===== src/design/frwl_pkg.sv =====
`default_nettype none
// ----------------------------------------------------------------------------
// frwl_pkg
// Shared types and constants of the fair reader/writer lock manager.
// ----------------------------------------------------------------------------
package frwl_pkg;

  localparam int QUEUE_DEPTH_DEF = 16;
  localparam int ID_BITS_DEF     = 4;

  localparam int          RDR_W       = 5;
  localparam logic [4:0]  READERS_MAX = 5'd31;

  localparam logic ROLE_WRITER = 1'b0;
  localparam logic ROLE_READER = 1'b1;

  localparam logic KIND_ACQUIRE = 1'b0;
  localparam logic KIND_RELEASE = 1'b1;

  typedef enum logic [2:0] {
    EV_GRANTED  = 3'd0,
    EV_QUEUED   = 3'd1,
    EV_RELEASED = 3'd2,
    EV_WOKEN    = 3'd3,
    EV_FULL     = 3'd4,
    EV_RELERR   = 3'd5
  } frwl_event_t;

endpackage
`default_nettype wire


===== src/design/frwl_if.sv =====
`default_nettype none
// ----------------------------------------------------------------------------
// frwl_in_if / frwl_out_if
// Valid/ready channels for lock requests and lock results.
// ----------------------------------------------------------------------------
interface frwl_in_if #(
  parameter int ID_BITS = frwl_pkg::ID_BITS_DEF
);
  logic               valid;
  logic               ready;
  logic               kind;
  logic               role;
  logic [ID_BITS-1:0] requester_id;

  modport source (output valid, kind, role, requester_id, input ready);
  modport sink   (input valid, kind, role, requester_id, output ready);
endinterface

interface frwl_out_if #(
  parameter int ID_BITS = frwl_pkg::ID_BITS_DEF
);
  logic               valid;
  logic               ready;
  logic [2:0]         event_res;
  logic [ID_BITS-1:0] grant_id;
  logic               grant_role;
  logic               last;

  modport source (output valid, event_res, grant_id, grant_role, last, input ready);
  modport sink   (input valid, event_res, grant_id, grant_role, last, output ready);
endinterface
`default_nettype wire


===== src/design/frwl_ram.sv =====
`default_nettype none
// ----------------------------------------------------------------------------
// frwl_ram
// Simple dual-port RAM: one write port, one read port with registered data.
// ----------------------------------------------------------------------------
module frwl_ram #(
  parameter int WIDTH = 5,
  parameter int DEPTH = 16
) (
  input  wire logic                     clk,
  input  wire logic                     wr_en,
  input  wire logic [$clog2(DEPTH)-1:0] wr_addr,
  input  wire logic [WIDTH-1:0]         wr_data,
  input  wire logic                     rd_en,
  input  wire logic [$clog2(DEPTH)-1:0] rd_addr,
  output logic      [WIDTH-1:0]         rd_data
);

  logic [WIDTH-1:0] mem [DEPTH];

  always_ff @(posedge clk) begin
    if (wr_en) begin
      mem[wr_addr] <= wr_data;
    end
    if (rd_en) begin
      rd_data <= mem[rd_addr];
    end
  end

endmodule
`default_nettype wire


===== src/design/fair_reader_writer_lock_top.sv =====
`default_nettype none
// ----------------------------------------------------------------------------
// fair_reader_writer_lock_top
// FIFO-fair reader/writer lock manager with a RAM-based wait queue.
// ----------------------------------------------------------------------------
// An acquire, or a release that finds the wait queue empty, is taken and gives
// one result; a new request is taken every cycle while results drain. A release
// that finds waiters reads the queue head from the wait RAM, a registered read,
// and then wakes one entry per cycle while the result channel does not stall;
// the registered read of each queue head sets that pace. Results of one request
// carry last on the final one. No requests are taken while a wake sequence
// runs, and a stalled result channel holds off both new requests and the wake
// sequence.
// ----------------------------------------------------------------------------
module fair_reader_writer_lock_top #(
  parameter int QUEUE_DEPTH = frwl_pkg::QUEUE_DEPTH_DEF,
  parameter int ID_BITS     = frwl_pkg::ID_BITS_DEF
) (
  input  wire logic   clk,
  input  wire logic   rst_n,
  frwl_in_if.sink     in_ch,
  frwl_out_if.source  out_ch
);

  import frwl_pkg::*;

  localparam int PTR_W  = $clog2(QUEUE_DEPTH);
  localparam int FILL_W = $clog2(QUEUE_DEPTH + 1);
  localparam int ENT_W  = ID_BITS + 1;

  typedef enum logic [2:0] {
    ST_IDLE = 3'b001,
    ST_CHK  = 3'b010,
    ST_LAST = 3'b100
  } state_t;

  state_t              st_r, st_nxt;
  logic [RDR_W-1:0]    rdr_r, rdr_nxt;
  logic                wr_hold_r, wr_hold_nxt;
  logic [PTR_W-1:0]    head_r, head_nxt;
  logic [PTR_W-1:0]    tail_r, tail_nxt;
  logic [FILL_W-1:0]   fill_r, fill_nxt;

  logic                out_vld_r, out_vld_nxt;
  frwl_event_t         out_ev_r, out_ev_nxt;
  logic [ID_BITS-1:0]  out_id_r, out_id_nxt;
  logic                out_role_r, out_role_nxt;
  logic                out_last_r, out_last_nxt;

  frwl_event_t         pend_ev_r, pend_ev_nxt;
  logic [ID_BITS-1:0]  pend_id_r, pend_id_nxt;
  logic                pend_role_r, pend_role_nxt;

  logic                ram_wr_en;
  logic                ram_rd_en;
  logic [ENT_W-1:0]    ram_wr_data;
  logic [ENT_W-1:0]    ram_rd_data;

  logic                out_free;
  logic                in_acc;
  logic                ent_role;
  logic [ID_BITS-1:0]  ent_id;

  function automatic logic compatible(logic wr_hold, logic [RDR_W-1:0] rdr, logic role);
    logic ok;
    if (wr_hold) begin
      ok = 1'b0;
    end else if (role == ROLE_READER) begin
      ok = (rdr != READERS_MAX);
    end else begin
      ok = (rdr == '0);
    end
    return ok;
  endfunction

  function automatic logic [PTR_W-1:0] ptr_inc(logic [PTR_W-1:0] p);
    logic [PTR_W-1:0] q;
    if (p == PTR_W'(QUEUE_DEPTH - 1)) begin
      q = '0;
    end else begin
      q = p + PTR_W'(1);
    end
    return q;
  endfunction

  assign out_free     = !out_vld_r || out_ch.ready;
  assign in_ch.ready  = (st_r == ST_IDLE) && out_free;
  assign in_acc       = in_ch.valid && in_ch.ready;
  assign ent_role     = ram_rd_data[ID_BITS];
  assign ent_id       = ram_rd_data[ID_BITS-1:0];
  assign ram_wr_data  = {in_ch.role, in_ch.requester_id};

  assign out_ch.valid      = out_vld_r;
  assign out_ch.event_res  = out_ev_r;
  assign out_ch.grant_id   = out_id_r;
  assign out_ch.grant_role = out_role_r;
  assign out_ch.last       = out_last_r;

  always_comb begin
    st_nxt        = st_r;
    rdr_nxt       = rdr_r;
    wr_hold_nxt   = wr_hold_r;
    head_nxt      = head_r;
    tail_nxt      = tail_r;
    fill_nxt      = fill_r;
    out_vld_nxt   = out_vld_r && !out_ch.ready;
    out_ev_nxt    = out_ev_r;
    out_id_nxt    = out_id_r;
    out_role_nxt  = out_role_r;
    out_last_nxt  = out_last_r;
    pend_ev_nxt   = pend_ev_r;
    pend_id_nxt   = pend_id_r;
    pend_role_nxt = pend_role_r;
    ram_wr_en     = 1'b0;
    ram_rd_en     = 1'b0;

    case (st_r)
      ST_IDLE: begin
        if (in_acc) begin
          out_id_nxt   = in_ch.requester_id;
          out_role_nxt = in_ch.role;
          out_last_nxt = 1'b1;
          out_vld_nxt  = 1'b1;
          if (in_ch.kind == KIND_ACQUIRE) begin
            if (fill_r == '0 && compatible(wr_hold_r, rdr_r, in_ch.role)) begin
              out_ev_nxt = EV_GRANTED;
              if (in_ch.role == ROLE_READER) begin
                rdr_nxt = rdr_r + RDR_W'(1);
              end else begin
                wr_hold_nxt = 1'b1;
              end
            end else if (fill_r == FILL_W'(QUEUE_DEPTH)) begin
              out_ev_nxt = EV_FULL;
            end else begin
              out_ev_nxt = EV_QUEUED;
              ram_wr_en  = 1'b1;
              tail_nxt   = ptr_inc(tail_r);
              fill_nxt   = fill_r + FILL_W'(1);
            end
          end else begin
            if ((in_ch.role == ROLE_READER) ? (rdr_r == '0) : !wr_hold_r) begin
              out_ev_nxt = EV_RELERR;
            end else begin
              if (in_ch.role == ROLE_READER) begin
                rdr_nxt = rdr_r - RDR_W'(1);
              end else begin
                wr_hold_nxt = 1'b0;
              end
              if (fill_r == '0) begin
                out_ev_nxt = EV_RELEASED;
              end else begin
                // hold the release result until the queue head is checked
                out_vld_nxt   = out_vld_r && !out_ch.ready;
                out_id_nxt    = out_id_r;
                out_role_nxt  = out_role_r;
                out_last_nxt  = out_last_r;
                pend_ev_nxt   = EV_RELEASED;
                pend_id_nxt   = in_ch.requester_id;
                pend_role_nxt = in_ch.role;
                ram_rd_en     = 1'b1;
                st_nxt        = ST_CHK;
              end
            end
          end
        end
      end
      ST_CHK: begin
        if (out_free) begin
          out_vld_nxt  = 1'b1;
          out_ev_nxt   = pend_ev_r;
          out_id_nxt   = pend_id_r;
          out_role_nxt = pend_role_r;
          if (!compatible(wr_hold_r, rdr_r, ent_role)) begin
            out_last_nxt = 1'b1;
            st_nxt       = ST_IDLE;
          end else begin
            out_last_nxt  = 1'b0;
            pend_ev_nxt   = EV_WOKEN;
            pend_id_nxt   = ent_id;
            pend_role_nxt = ent_role;
            if (ent_role == ROLE_READER) begin
              rdr_nxt = rdr_r + RDR_W'(1);
            end else begin
              wr_hold_nxt = 1'b1;
            end
            head_nxt = ptr_inc(head_r);
            fill_nxt = fill_r - FILL_W'(1);
            if (fill_r == FILL_W'(1)) begin
              st_nxt = ST_LAST;
            end else begin
              ram_rd_en = 1'b1;
            end
          end
        end
      end
      ST_LAST: begin
        if (out_free) begin
          out_vld_nxt  = 1'b1;
          out_ev_nxt   = pend_ev_r;
          out_id_nxt   = pend_id_r;
          out_role_nxt = pend_role_r;
          out_last_nxt = 1'b1;
          st_nxt       = ST_IDLE;
        end
      end
      default: begin
        st_nxt = ST_IDLE;
      end
    endcase
  end

  always_ff @(posedge clk) begin
    if (!rst_n) begin
      st_r      <= ST_IDLE;
      rdr_r     <= '0;
      wr_hold_r <= 1'b0;
      head_r    <= '0;
      tail_r    <= '0;
      fill_r    <= '0;
      out_vld_r <= 1'b0;
    end else begin
      st_r      <= st_nxt;
      rdr_r     <= rdr_nxt;
      wr_hold_r <= wr_hold_nxt;
      head_r    <= head_nxt;
      tail_r    <= tail_nxt;
      fill_r    <= fill_nxt;
      out_vld_r <= out_vld_nxt;
    end
  end

  always_ff @(posedge clk) begin
    out_ev_r    <= out_ev_nxt;
    out_id_r    <= out_id_nxt;
    out_role_r  <= out_role_nxt;
    out_last_r  <= out_last_nxt;
    pend_ev_r   <= pend_ev_nxt;
    pend_id_r   <= pend_id_nxt;
    pend_role_r <= pend_role_nxt;
  end

  frwl_ram #(
    .WIDTH (ENT_W),
    .DEPTH (QUEUE_DEPTH)
  ) u_wait_ram (
    .clk     (clk),
    .wr_en   (ram_wr_en),
    .wr_addr (tail_r),
    .wr_data (ram_wr_data),
    .rd_en   (ram_rd_en),
    .rd_addr (head_nxt),
    .rd_data (ram_rd_data)
  );

endmodule
`default_nettype wire


===== src/flat_wrapper.sv =====
// flat-port wrapper written by rule: the top's interface ports become plain ports
module fair_reader_writer_lock_top_flat import frwl_pkg::*;
#(
  parameter int QUEUE_DEPTH = frwl_pkg::QUEUE_DEPTH_DEF,
  parameter int ID_BITS     = frwl_pkg::ID_BITS_DEF
)
  (clk, rst_n, in_ch_valid, in_ch_kind, in_ch_role, in_ch_requester_id, in_ch_ready, out_ch_valid, out_ch_event_res, out_ch_grant_id, out_ch_grant_role, out_ch_last, out_ch_ready);
  frwl_in_if #(.ID_BITS(ID_BITS)) in_ch_i ();
  frwl_out_if #(.ID_BITS(ID_BITS)) out_ch_i ();
  input  wire logic clk;
  input  wire logic rst_n;
  input wire logic [$bits(in_ch_i.valid)-1:0] in_ch_valid;
  input wire logic [$bits(in_ch_i.kind)-1:0] in_ch_kind;
  input wire logic [$bits(in_ch_i.role)-1:0] in_ch_role;
  input wire logic [$bits(in_ch_i.requester_id)-1:0] in_ch_requester_id;
  output wire logic [$bits(in_ch_i.ready)-1:0] in_ch_ready;
  output wire logic [$bits(out_ch_i.valid)-1:0] out_ch_valid;
  output wire logic [$bits(out_ch_i.event_res)-1:0] out_ch_event_res;
  output wire logic [$bits(out_ch_i.grant_id)-1:0] out_ch_grant_id;
  output wire logic [$bits(out_ch_i.grant_role)-1:0] out_ch_grant_role;
  output wire logic [$bits(out_ch_i.last)-1:0] out_ch_last;
  input wire logic [$bits(out_ch_i.ready)-1:0] out_ch_ready;
  assign in_ch_i.valid = in_ch_valid;
  assign in_ch_i.kind = in_ch_kind;
  assign in_ch_i.role = in_ch_role;
  assign in_ch_i.requester_id = in_ch_requester_id;
  assign in_ch_ready = in_ch_i.ready;
  assign out_ch_valid = out_ch_i.valid;
  assign out_ch_event_res = out_ch_i.event_res;
  assign out_ch_grant_id = out_ch_i.grant_id;
  assign out_ch_grant_role = out_ch_i.grant_role;
  assign out_ch_last = out_ch_i.last;
  assign out_ch_i.ready = out_ch_ready;
  fair_reader_writer_lock_top #(.QUEUE_DEPTH(QUEUE_DEPTH), .ID_BITS(ID_BITS)) u_core (.clk(clk), .rst_n(rst_n), .in_ch(in_ch_i), .out_ch(out_ch_i));
endmodule

===== config.mk =====
export PLATFORM = sky130hd
export DESIGN_NAME = fair_reader_writer_lock_top_flat
export DESIGN_NICKNAME = d
export VERILOG_FILES = /design/src/design/frwl_pkg.sv /design/src/design/frwl_if.sv /design/src/design/frwl_ram.sv /design/src/design/fair_reader_writer_lock_top.sv /design/src/flat_wrapper.sv
export SDC_FILE = /design/constraint.sdc
export NUM_CORES = 1
export LEC_CHECK = 0
export ABC_AREA = 1
export BUFFER_PORTS_ARGS = -buffer_cell sky130_fd_sc_hd__clkbuf_2
export CAP_MARGIN = 20
export CORE_MARGIN = 2
export CORE_UTILIZATION = 55
export CTS_CLUSTER_DIAMETER = 200
export DETAILED_ROUTE_END_ITERATION = 8
export PLACE_DENSITY = 0.82
export SETUP_SLACK_MARGIN = 0.2
export SYNTH_ARGS = -nofsm -noshare
export SYNTH_HDL_FRONTEND = slang
export SYNTH_SLANG_ARGS = --single-unit
export TNS_END_PERCENT = 100

===== constraint.sdc =====
create_clock -name clk -period 2.6 [get_ports clk]
set_input_delay 0.39 -clock clk [delete_from_list [all_inputs] [get_ports clk]]
set_output_delay 0.39 -clock clk [all_outputs]
set_load 0.005 [all_outputs]

# Word-level counts from Yosys, hierarchy flattened
# Memories as Yosys holds them, arrays and structs flattened. A register that Yosys moved wholly into a read port is not among the register bits.
# Index checks and enable logic that the tools add are counted.
[word_totals]
regBits = 40
ram_bits = 80
in_bits = 10
output_inout_bits = 11
wordCells = 190
n_memories = 1
[mem_list]
columns = ["name", "depth", "width", "read_ports", "rd_clocked_by_memory_dff", "wr", "line", "text"]
rows = [
  ["u_core.u_wait_ram.mem", 16, 5, 1, 1, 1, "frwl_ram.sv:19", "logic [WIDTH-1:0] mem [DEPTH];"],
]
[classes]
n_addsub = 6
n_eq_ne = 27
muxes = 117
bitwise = 3
n_reduce_logical = 22
[ops]
columns = ["cell", "n"]
rows = [
  ["$mux 5", 15],
  ["$mux 4", 16],
  ["$mux 1", 56],
  ["$mux 3", 17],
  ["$reduce_and 7->1", 3],
  ["$ne 2x2->1 const B", 10],
  ["$pmux 5 s2", 2],
  ["$pmux 4 s2", 2],
  ["$reduce_and 8->1", 2],
  ["$pmux 3 s2", 2],
  ["$add 5x1->5 const B", 2],
  ["$logic_not 5->1", 2],
  ["$ne 2x1->1 const B", 5],
  ["$pmux 1 s2", 5],
  ["$reduce_and 5->1", 2],
  ["$sub 5x1->5 const B", 2],
  ["$ne 3x3->1 const B", 3],
  ["$pmux 3 s3", 1],
  ["$add 4x1->4 const B", 2],
  ["$eq 4x4->1 const B", 2],
  ["$eq 5x1->1 const B", 1],
  ["$eq 5x5->1 const B", 1],
  ["$ne 5x5->1 const B", 1],
  ["$logic_and 1x1->1", 4],
  ["12 further kinds", 17],
]

# Longest topological paths before layout
# Gate-level depths: netlist of the first run.
[logic_depth]
depth_word = 13
ltp_mapped = 15
depth_no_buf = 14

# Modules after synthesis
# From an unflattened synthesis of the first run, not the netlist that was laid out.
[hier_totals]
cells_unflattened = 673
hier_area_um2 = 6130.9
[by_module_without_submodules]
columns = ["mod", "instances", "cells_per_inst", "area_each_um2", "seq_area_each_um2"]
rows = [
  ["frwl_ram", 1, 355, 3723.6, 2552.4],
  ["fair_reader_writer_lock_top", 1, 318, 2407.3, 910.9],
]

# Worst setup path before layout of the first run
# Ideal clock, no wire load.
[synth_path]
path_kind = "register to register"
startpoint = "register u_core.rdr_r[0]"
endpoint = "register u_core.pend_ev_r[0] (enable)"
setup_time_ns = 0.381
arrival_ns = 1.970
required_time_ns = 2.219
setup_slack_ns = 0.249
stages_incl_launch_ff = 10
n_path_buf = 0
period_less_slack_ns = 2.351
cell_sequence = "dfxtp_1 > ha_1 > nand2_1 > nor2_1 > ha_1 > a21oi_2 > nand2_2 > nor2_2 > nor2_2 > a221oi_1"
[synth_via]
elab_chain_cells = 7
word_cells_on_any_way = 10
classes_between = "eq/ne: 3; mux: 5; reduce/logical: 2"
[synth_rtl]
columns = ["element", "line", "text"]
rows = [
  ["start: declaration", "fair_reader_writer_lock_top.sv:38", "logic [RDR_W-1:0] rdr_r, rdr_nxt;"],
  ["start signal: assignment", "fair_reader_writer_lock_top.sv:223", "rdr_r <= rdr_nxt;"],
  ["$ne 5x5->1 / $logic_not 5->1 (equally long branches)", "fair_reader_writer_lock_top.sv:69, fair_reader_writer_lock_top.sv:71, fair_reader_writer_lock_top.sv:141", ""],
  ["$mux 1", "fair_reader_writer_lock_top.sv:68", "end else if (role == ROLE_READER) begin"],
  ["$mux 1", "fair_reader_writer_lock_top.sv:66", "if (wr_hold) begin"],
  ["$mux 1", "fair_reader_writer_lock_top.sv:168", "if (out_free) begin"],
  ["$mux 1", "fair_reader_writer_lock_top.sv:117", "case (st_r)"],
  ["$ne 2x1->1 (no source line)", "n/a", ""],
  ["$reduce_and 7->1 (no source line) (*)", "n/a", ""],
  ["end signal: assignment", "fair_reader_writer_lock_top.sv:237", "pend_ev_r <= pend_ev_nxt;"],
  ["end: declaration", "fair_reader_writer_lock_top.sv:50", "frwl_event_t pend_ev_r, pend_ev_nxt;"],
]
# Mark *: on every way between the ends. The rest lies on a longest branch, timed or not. The select of a mux whose other input is x is not followed.
# A chain may end at the register's enable or synchronous reset.

# Worst setup path in the final report of the first run
[layout_path]
startpoint = "register u_core.rdr_r[1]"
endpoint = "register u_core.u_wait_ram.rd_data[4], read port of u_core.u_wait_ram.mem (data pin)"
[layout_via]
elab_chain_cells = 8
word_cells_on_any_way = 16
classes_between = "eq/ne: 1; mux: 14; reduce/logical: 1"
[layout_rtl]
columns = ["element", "line", "text"]
rows = [
  ["$ne 5x5->1 / $logic_not 5->1 (equally long branches)", "fair_reader_writer_lock_top.sv:69, fair_reader_writer_lock_top.sv:71, fair_reader_writer_lock_top.sv:141", ""],
  ["$mux 1", "fair_reader_writer_lock_top.sv:68", ""],
  ["$mux 1", "fair_reader_writer_lock_top.sv:66", ""],
  ["$mux 1", "fair_reader_writer_lock_top.sv:168", ""],
  ["$mux 1", "fair_reader_writer_lock_top.sv:117", ""],
  ["$mux 1 / $mux 4 (equally long branches)", "fair_reader_writer_lock_top.sv:173", "if (!compatible(wr_hold_r, rdr_r, ent_role)) begin"],
  ["$mux 1 / $mux 4 (equally long branches)", "fair_reader_writer_lock_top.sv:168", ""],
  ["$pmux 1 s2 / $mux 4 (equally long branches)", "fair_reader_writer_lock_top.sv:117", ""],
  ["end: declaration", "frwl_ram.sv:16", "output logic [WIDTH-1:0] rd_data"],
]
# Several ways; a longest one is shown, not always the timed one. The select of a mux whose other input is x is not followed.

==> impl_metrics.py, run 1 <==
metrics = {
    "die": {
        "die_height_um": 109,
        "initial_utilization_pct": 56.0,
        "die_w_um": 109,
        "row_count": 38,
        "ioPinCount": 21,
        "die_area_mm2": 0.0118,
        "core_region_area_mm2": 0.0107,
    },
    "sta": {
        "fin_skew_ns": 0.00878,
        "fin_tns_setup_ns": 0,
        "setup_ws_ns": 0.231,
        "slew_headroom_pct": 62.7,
        "post-route-period-util_pct": 91.1,
        "period_needed_ns": 2.37,
        "slew_viol_final": 0,
        "worstMarginPinSlew_ns": 0.558,
        "final-hold-violation-count": 0,
        "rsz0062_at_grt": "true",
        "setup_viol": 0,
        "clock.fmax_mhz": 422,
        "fin_hold_ws_ns": 0.249,
    },
    "setup_path": {
        "critPathCaptureType": "flip-flop",
        "worstPathRequired_ns": 2.87,
        "start_kind": "flip-flop",
        "cp_top_family": "simple AND/OR/NAND/NOR gates",
        "path_class": "flip-flop to flip-flop",
        "arrival_ns": 2.64,
        "critical_path.cell_chain": "ha_2, nand2_1, nor2_1, ha_2, a21oi_4, nand3_4, nand2_1, nand2_1, buf_6, nand2_1, nand3_1, nand3_1, nand3_1, nand2_1",
        "crit_slowest_cell": "dfxtp_1",
        "critPathBufInv": 1,
        "critPathMaxStageDelay_ns": 0.36,
        "crit_path_frequent_cell": "nand2_1",
        "path_max_fanout": 18,
    },
    "power_and_ir_drop": {
        "clock_power_share_pct": 36.6,
        "powerDensity_mw_per_mm2": 867,
        "p_comb_share_pct": 22.9,
        "switchingPower_mw": 1.91,
        "p_int_mw": 4.18,
        "seqPwrFrac_pct": 40.5,
        "ir_drop_mv": 0.549,
        "p_leak_nw": 3.00,
        "netSwitchingFraction_pct": 31.4,
    },
    "global_route": {
        "antenna_found_initial": 0,
        "grt_overflow": 0,
        "grtUsageTotal_pct": 24.0,
        "grt_pass1_vias": 4463,
        "grt_first_pass_wirelength_mm": 21.3,
        "grt_max_degree": 29,
    },
    "route": {
        "post-route-drc-count": 0,
        "drt_wl_total_mm": 13.8,
        "dr_total_vias": 4693,
        "dr.pass1.iters": 5,
        "wl_per_cell_um": 16.3,
        "ant_nets": 0,
        "avgViaCountPerCell": 5.54,
        "drt_iter0_drc": 671,
    },
    "status": {
        "status": "finished clean",
    },
    "synth": {
        "synth_cell_types": 35,
        "syn_nets": 679,
        "synth-seq-cells": 123,
        "avgSynthCellArea_um2": 9.17,
        "synth.cell_area_mm2": 0.00602,
        "yosysWarnings": 0,
        "ys_seq_area_share_pct": 57.6,
        "synth_cells": 656,
    },
    "finish": {
        "syn_to_final_growth_pct": 16.7,
        "layout-drive-gt1-share_pct": 16.3,
        "fillers": 777,
        "fin_nets": 717,
        "antenna_cells": 0,
    },
    "min_path": {
        "hold_path.class": "input port to flip-flop",
    },
    "placement": {
        "port_buffers": 20,
        "hpwl_mm": 8.86,
        "gp_congestion": 0.913,
        "pre_cts_slack_ns": 0.136,
    },
    "cts": {
        "clk_latency_ns": 0.52,
        "cts_max_level": 4,
        "cts_buffers": 17,
        "clk_transition_reported_paths_ns": 0.06,
        "cts_buffer_depth": 2,
        "cts.sinks": 123,
        "hold_buffers": 0,
        "clock-root-buffer": "clkbuf_8",
        "tritoncts": "done",
    },
    "flow_run": {
        "drv_cap": 0,
    },
}
## cells by family (layout without fill, tap and decap cells)
group                      Yosys count  count (layout)  synth area share [%]
and+or+nand+nor                    312             312                  23.9
buffers and inverters              142             193                  9.57
xor gates and xnor gates             8               8                  1.16
adders and majority gates           13              13                  2.70
AOI/OAI and AO/OA                   58              58                  5.14
DFF                                123             123                  57.6
## power by group through the flow
stage,Sequential (mW),Combinational (mW),Clock (mW)
after global placement,2.49,1.28,0
after floorplan,2.49,0.975,0
after CTS,2.47,1.35,2.24
final,2.47,1.39,2.23
after global routing,2.49,1.55,2.33
after detailed placement,2.51,1.33,0
## through the flow
step | power [mW] | util, % | instance area [um^2] | instances
after detailed placement | 3.84 | 58.7 | 6300 | 811
after floorplan | 3.47 | - | 6020 | 656
after global routing | 6.37 | 65.4 | 7020 | 847
after CTS | 6.06 | 64.1 | 6890 | 843
after global placement | 3.78 | 58.7 | 6300 | 811
final | 6.09 | 65.4 | 7020 | 847
## metal layers
layer  up-vias  track usage [%]  share of wire (%)  routed length (um)
met5         -                0                  0                   0
met4         0             11.6                2.5                 352
met3        40             5.00                7.9                1100
met2       258             39.3                 50                6910
met1      2179             30.4                 40                5470
li1       2216                -                  -                   -
## cells in the mapped netlist
cell type	count	share of area (%)
buf_4	6	0.75
a31oi_1	3	0.31
edfxtp_1	100	50
or2_0	1	0.10
nand3b_1	1	0.12
nand3_1	97	8.1
nor2_8	1	0.33
inv_2	2	0.12
nand3_4	2	0.58
o21ai_0	35	2.9
o21ai_2	1	0.15
xor2_1	6	0.87
nand2_2	4	0.42
nor2_1	34	2.1
a221oi_1	1	0.15
nor2_4	3	0.56
o21a_1	1	0.12
nand2_1	152	9.5
clkbuf_1	3	0.19
a21oi_2	1	0.15
o21ai_1	1	0.083
buf_6	1	0.19
nand2_4	2	0.37
nand4_1	7	0.73
clkinv_1	1	0.062
xnor2_1	2	0.29
ha_1	13	2.7
inv_1	118	7.4
buf_1	1	0.062
dfxtp_1	23	7.7
o22ai_1	1	0.10
nand3_2	2	0.33
a21oi_1	14	1.2
buf_2	10	0.83
nor2_2	6	0.62
## placed cells by master (no fill, tap or decap), drive strengths merged, types with 2 or more instances in the layout
cell type / synthesis / routed
clkinv: 1 / 6
ha: 13 / 13
dfxtp: 23 / 23
xnor2: 2 / 2
a31oi: 3 / 3
buf: 18 / 18
nand4: 7 / 7
edfxtp: 100 / 100
bufinv: 0 / 2
inv: 120 / 123
o21ai: 37 / 37
nand3: 101 / 101
nor2: 44 / 44
nand2: 158 / 158
clkbuf: 3 / 40
clkinvlp: 0 / 4
xor2: 6 / 6
a21oi: 15 / 15
## repair_timing
| action | in CTS | in global routing |
|---|---|---|
| pin swaps | 0 | 3 |
| resized for setup | 10 | 20 |
| setup buffers | 0 | 0 |
| gates cloned | 0 | 3 |
| setup endpoints to repair | 60 | 90 |
## path summary, 6_finish.rpt
kind	start	to	slack [ns]	depth (start not counted)
setup / recovery	u_core.rdr_r[1]$_SDFFE_PN0P_	u_core.u_wait_ram.rd_data[4]$_DFFE_PP_	0.23	14
hold / removal	out_ch_ready	u_core.out_ch.valid$_SDFF_PN0_	0.25	4
setup reg to reg	u_core.rdr_r[1]$_SDFFE_PN0P_	u_core.u_wait_ram.rd_data[4]$_DFFE_PP_	0.23	14
hold reg to reg	u_core.fill_r[3]$_SDFFE_PN0P_	u_core.fill_r[3]$_SDFFE_PN0P_	0.50	2
## flip-flops by register name, indices dropped and copies added, names as in the netlist
signal	count
u_core.fill_r	5
u_core.head_r	4
u_core.out_ch.event_res	3
u_core.out_ch.grant_id	4
u_core.out_ch.grant_role	1
u_core.out_ch.last	1
u_core.out_ch.valid	1
u_core.pend_ev_r	1
u_core.pend_id_r	4
u_core.pend_role_r	1
u_core.rdr_r	5
u_core.st_r	3
u_core.tail_r	4
u_core.u_wait_ram.mem	80
u_core.u_wait_ram.rd_data	5
u_core.wr_hold_r	1
## area by class of cell
class	instances	area, um^2	area share (%)
Sequential cell	123	3460	49.3
Multi-Input combinational cell	391	2060	29.4
Inverter	121	454	6.47
Clock buffer	18	418	5.95
Timing Repair Buffer	40	307	4.36
Tap cell	140	175	2.49
Clock inverter	14	144	2.05
## worst min-delay path, cell delays in order
cell      delay [ns]
clkbuf_2        0.10
nor2_4          0.07
inv_1           0.07
a31oi_1         0.08
(Power assumes the default switching activity.)
==> run 2, diff against run 1 <==
- CELL_PAD_IN_SITES_DETAIL_PLACEMENT: unset -> 1
- CELL_PAD_IN_SITES_GLOBAL_PLACEMENT: unset -> 1
- CORE_UTILIZATION: 55 -> 45
- PLACE_DENSITY: 0.82 -> 0.85
==> run 2 against run 1 <==
Highest routed layer unchanged. Via count rose by 14%. Critical path type unchanged. Hold slack improved by 0.16 ns. Utilization fell by 7.2 points.
==> impl_metrics.py, run 2 (same netlist as run 1, synthesis figures left out) <==
metrics = {
    "status": {
        "status": "finished clean",
    },
    "setup_path": {
        "path_class": "flip-flop to flip-flop",
        "worstPathRequired_ns": 2.79,
        "crit_slowest_cell": "o21ai_1",
        "path_max_fanout": 8,
        "critical_path.cell_chain": "inv_1, ha_1, nand3_2, nand2_1, o21ai_0, nand2_1, o21ai_1, o21ai_0, buf_4",
        "arrival_ns": 2.68,
        "start_kind": "flip-flop",
        "critPathCaptureType": "flip-flop",
        "critPathMaxStageDelay_ns": 0.41,
        "r2r-start": "u_core.rdr_r[0]$_SDFFE_PN0P_",
        "r2r_end": "u_core.out_ch.event_res[0]$_DFFE_PP_",
        "r2r_slack_ns": 0.11,
        "r2r_cells": 9,
    },
    "die": {
        "core_region_area_mm2": 0.0131,
        "die_height_um": 120,
        "ioPinCount": 21,
        "row_count": 42,
        "die_area_mm2": 0.0143,
        "die_w_um": 120,
        "initial_utilization_pct": 45.8,
    },
    "cts": {
        "clk_latency_ns": 0.44,
        "clk_transition_reported_paths_ns": 0.06,
        "cts_buffer_depth": 2,
        "cts.sinks": 123,
        "tritoncts": "done",
        "clock-root-buffer": "clkbuf_16",
        "cts_buffers": 17,
        "cts_max_level": 4,
        "hold_buffers": 0,
    },
    "global_route": {
        "grt_pass1_vias": 5325,
        "grt_max_degree": 31,
        "grtUsageTotal_pct": 26.7,
        "antenna_found_initial": 0,
        "grt_first_pass_wirelength_mm": 28.5,
        "grt_overflow": 0,
    },
    "power_and_ir_drop": {
        "powerDensity_mw_per_mm2": 898,
        "clock_power_share_pct": 38.3,
        "p_comb_share_pct": 25.3,
        "p_leak_nw": 3.27,
        "switchingPower_mw": 2.36,
        "seqPwrFrac_pct": 36.5,
        "netSwitchingFraction_pct": 34.3,
        "ir_drop_mv": 0.503,
        "p_int_mw": 4.51,
    },
    "min_path": {
        "hold_path.class": "input port to flip-flop",
        "hold_path.startpoint": "out_ch_ready",
        "whs_endpoint": "u_core.out_ch.valid$_SDFF_PN0_",
        "hold_depth": 4,
    },
    "route": {
        "drt_iter0_drc": 615,
        "wl_per_cell_um": 25.0,
        "drt_wl_total_mm": 22.4,
        "post-route-drc-count": 0,
        "dr_total_vias": 5365,
        "avgViaCountPerCell": 5.97,
        "ant_nets": 0,
        "dr.pass1.iters": 5,
    },
    "sta": {
        "setup_viol": 0,
        "final-hold-violation-count": 0,
        "clock.fmax_mhz": 402,
        "post-route-period-util_pct": 95.7,
        "fin_tns_setup_ns": 0,
        "worstMarginPinSlew_ns": 0.627,
        "slew_headroom_pct": 57.8,
        "rsz0062_at_grt": "true",
        "period_needed_ns": 2.49,
        "fin_skew_ns": 0.0167,
        "slew_viol_final": 0,
    },
    "finish": {
        "final_common_cell": "nand2_1",
        "ff_latch_area_mm2": 0.00347,
        "fin_nets": 732,
        "top_register": "u_core.u_wait_ram.mem",
        "antenna_cells": 0,
        "final_cell_mix": "nand2_1 (145), inv_1 (117), edfxtp_1 (100), nand3_1 (56), nand3_2 (43)",
        "largest_register_ffs": 80,
        "syn_to_final_growth_pct": 27.1,
        "layout-drive-gt1-share_pct": 24.4,
        "fillers": 1425,
        "design_area_mm2": 0.00765,
        "layout.cells.non_filler": 898,
        "multiInputGateArea_mm2": 0.00233,
    },
    "placement": {
        "hpwl_mm": 11.1,
        "gp_congestion": 0.841,
        "dp_cells": 849,
        "place_area_mm2": 0.00639,
        "port_buffers": 20,
    },
    "flow_run": {
        "drv_cap": 0,
    },
}
==> run 2: changes by cell type in the layout (fill, tap and decap cells not counted), moves of 5 or more <==
cell | before | now
buf_12 | 1 | 6
buf_4 | 13 | 20
nand2_4 | 3 | 8
nand3_1 | 96 | 56
nand3_2 | 3 | 43
nor2_2 | 15 | 7
nor2_4 | 7 | 13
==> run 2: worst max-delay path: cells and delay by family, from the launching register on <==
| kind | cells | cell delay [ns] |
|---|---|---|
| compound gates | 3 | 0.81 |
| simple gates | 3 | 0.55 |
| flops | 1 | 0.36 |
| buf+inv | 2 | 0.30 |
| fa+ha+maj | 1 | 0.23 |
==> run 2: worst max-delay path by stage <==
| stage | startpoint | endpoint | slack [ns] |
|---|---|---|---|
| after global routing | u_core.rdr_r[0]$_SDFFE_PN0P_ | u_core.out_ch.grant_role$_DFFE_PP_ | 0.04 |
| final | u_core.rdr_r[0]$_SDFFE_PN0P_ | u_core.out_ch.event_res[0]$_DFFE_PP_ | 0.11 |
| after global placement | u_core.rdr_r[0]$_SDFFE_PN0P_ | u_core.u_wait_ram.mem[7][4]$_DFFE_PP_ | 0.16 |
| after detailed placement | u_core.rdr_r[0]$_SDFFE_PN0P_ | u_core.u_wait_ram.mem[7][4]$_DFFE_PP_ | 0.01 |
| after CTS | u_core.rdr_r[0]$_SDFFE_PN0P_ | u_core.u_wait_ram.mem[0][1]$_DFFE_PP_ | 0.19 |
| after floorplan | u_core.rdr_r[0]$_SDFFE_PN0P_ | u_core.pend_ev_r[0]$_DFFE_PP_ | 0.25 |
==> run 2: metal layers <==
| metal | vias up | wire (um) | GRT usage (%) |
|---|---|---|---|
| li1 | 2244 | - | - |
| met3 | 110 | 1760 | 7.46 |
| met2 | 344 | 11100 | 45.6 |
| met4 | 0 | 1210 | 11.8 |
| met5 | - | 0 | 0 |
| met1 | 2667 | 8310 | 31.5 |
==> run 2: power groups by stage <==
stage	clock, mW	combinational, mW	sequential (mW)
after floorplan	0	0.975	2.49
after global placement	0	1.33	2.49
after detailed placement	0	1.42	2.51
after CTS	2.59	1.46	2.48
after global routing	2.70	1.84	2.52
final	2.63	1.74	2.50
==> run 2: what timing repair did <==
item,CTS,global route
buffers inserted,6,5
gates cloned,1,5
endpoints found under the setup margin,81,109
gates resized for setup,21,69
pin swaps,5,17
==> run 2: cell type report <==
| type | count | area share (%) |
|---|---|---|
| Clock buffer | 17 | 5.56 |
| Clock inverter | 15 | 2.80 |
| Inverter | 121 | 5.94 |
| Multi-Input combinational cell | 391 | 30.5 |
| Sequential cell | 123 | 45.4 |
| Tap cell | 176 | 2.88 |
| Timing Repair Buffer | 55 | 6.97 |
==> run 2: through the flow <==
stage          utilization, %  total power, mW  setup slack, ns  hold WS (ns)
3_3_place_gp             48.6             3.82            0.158         0.481
3_5_place_dp             48.6             3.93           0.0113         0.511
4_1_cts                  54.7             6.54            0.186         0.385
5_1_grt                  58.2             7.06           0.0383         0.438
6_report                 58.2             6.87            0.111         0.412
2_1_floorplan               -             3.47            0.249         0.464
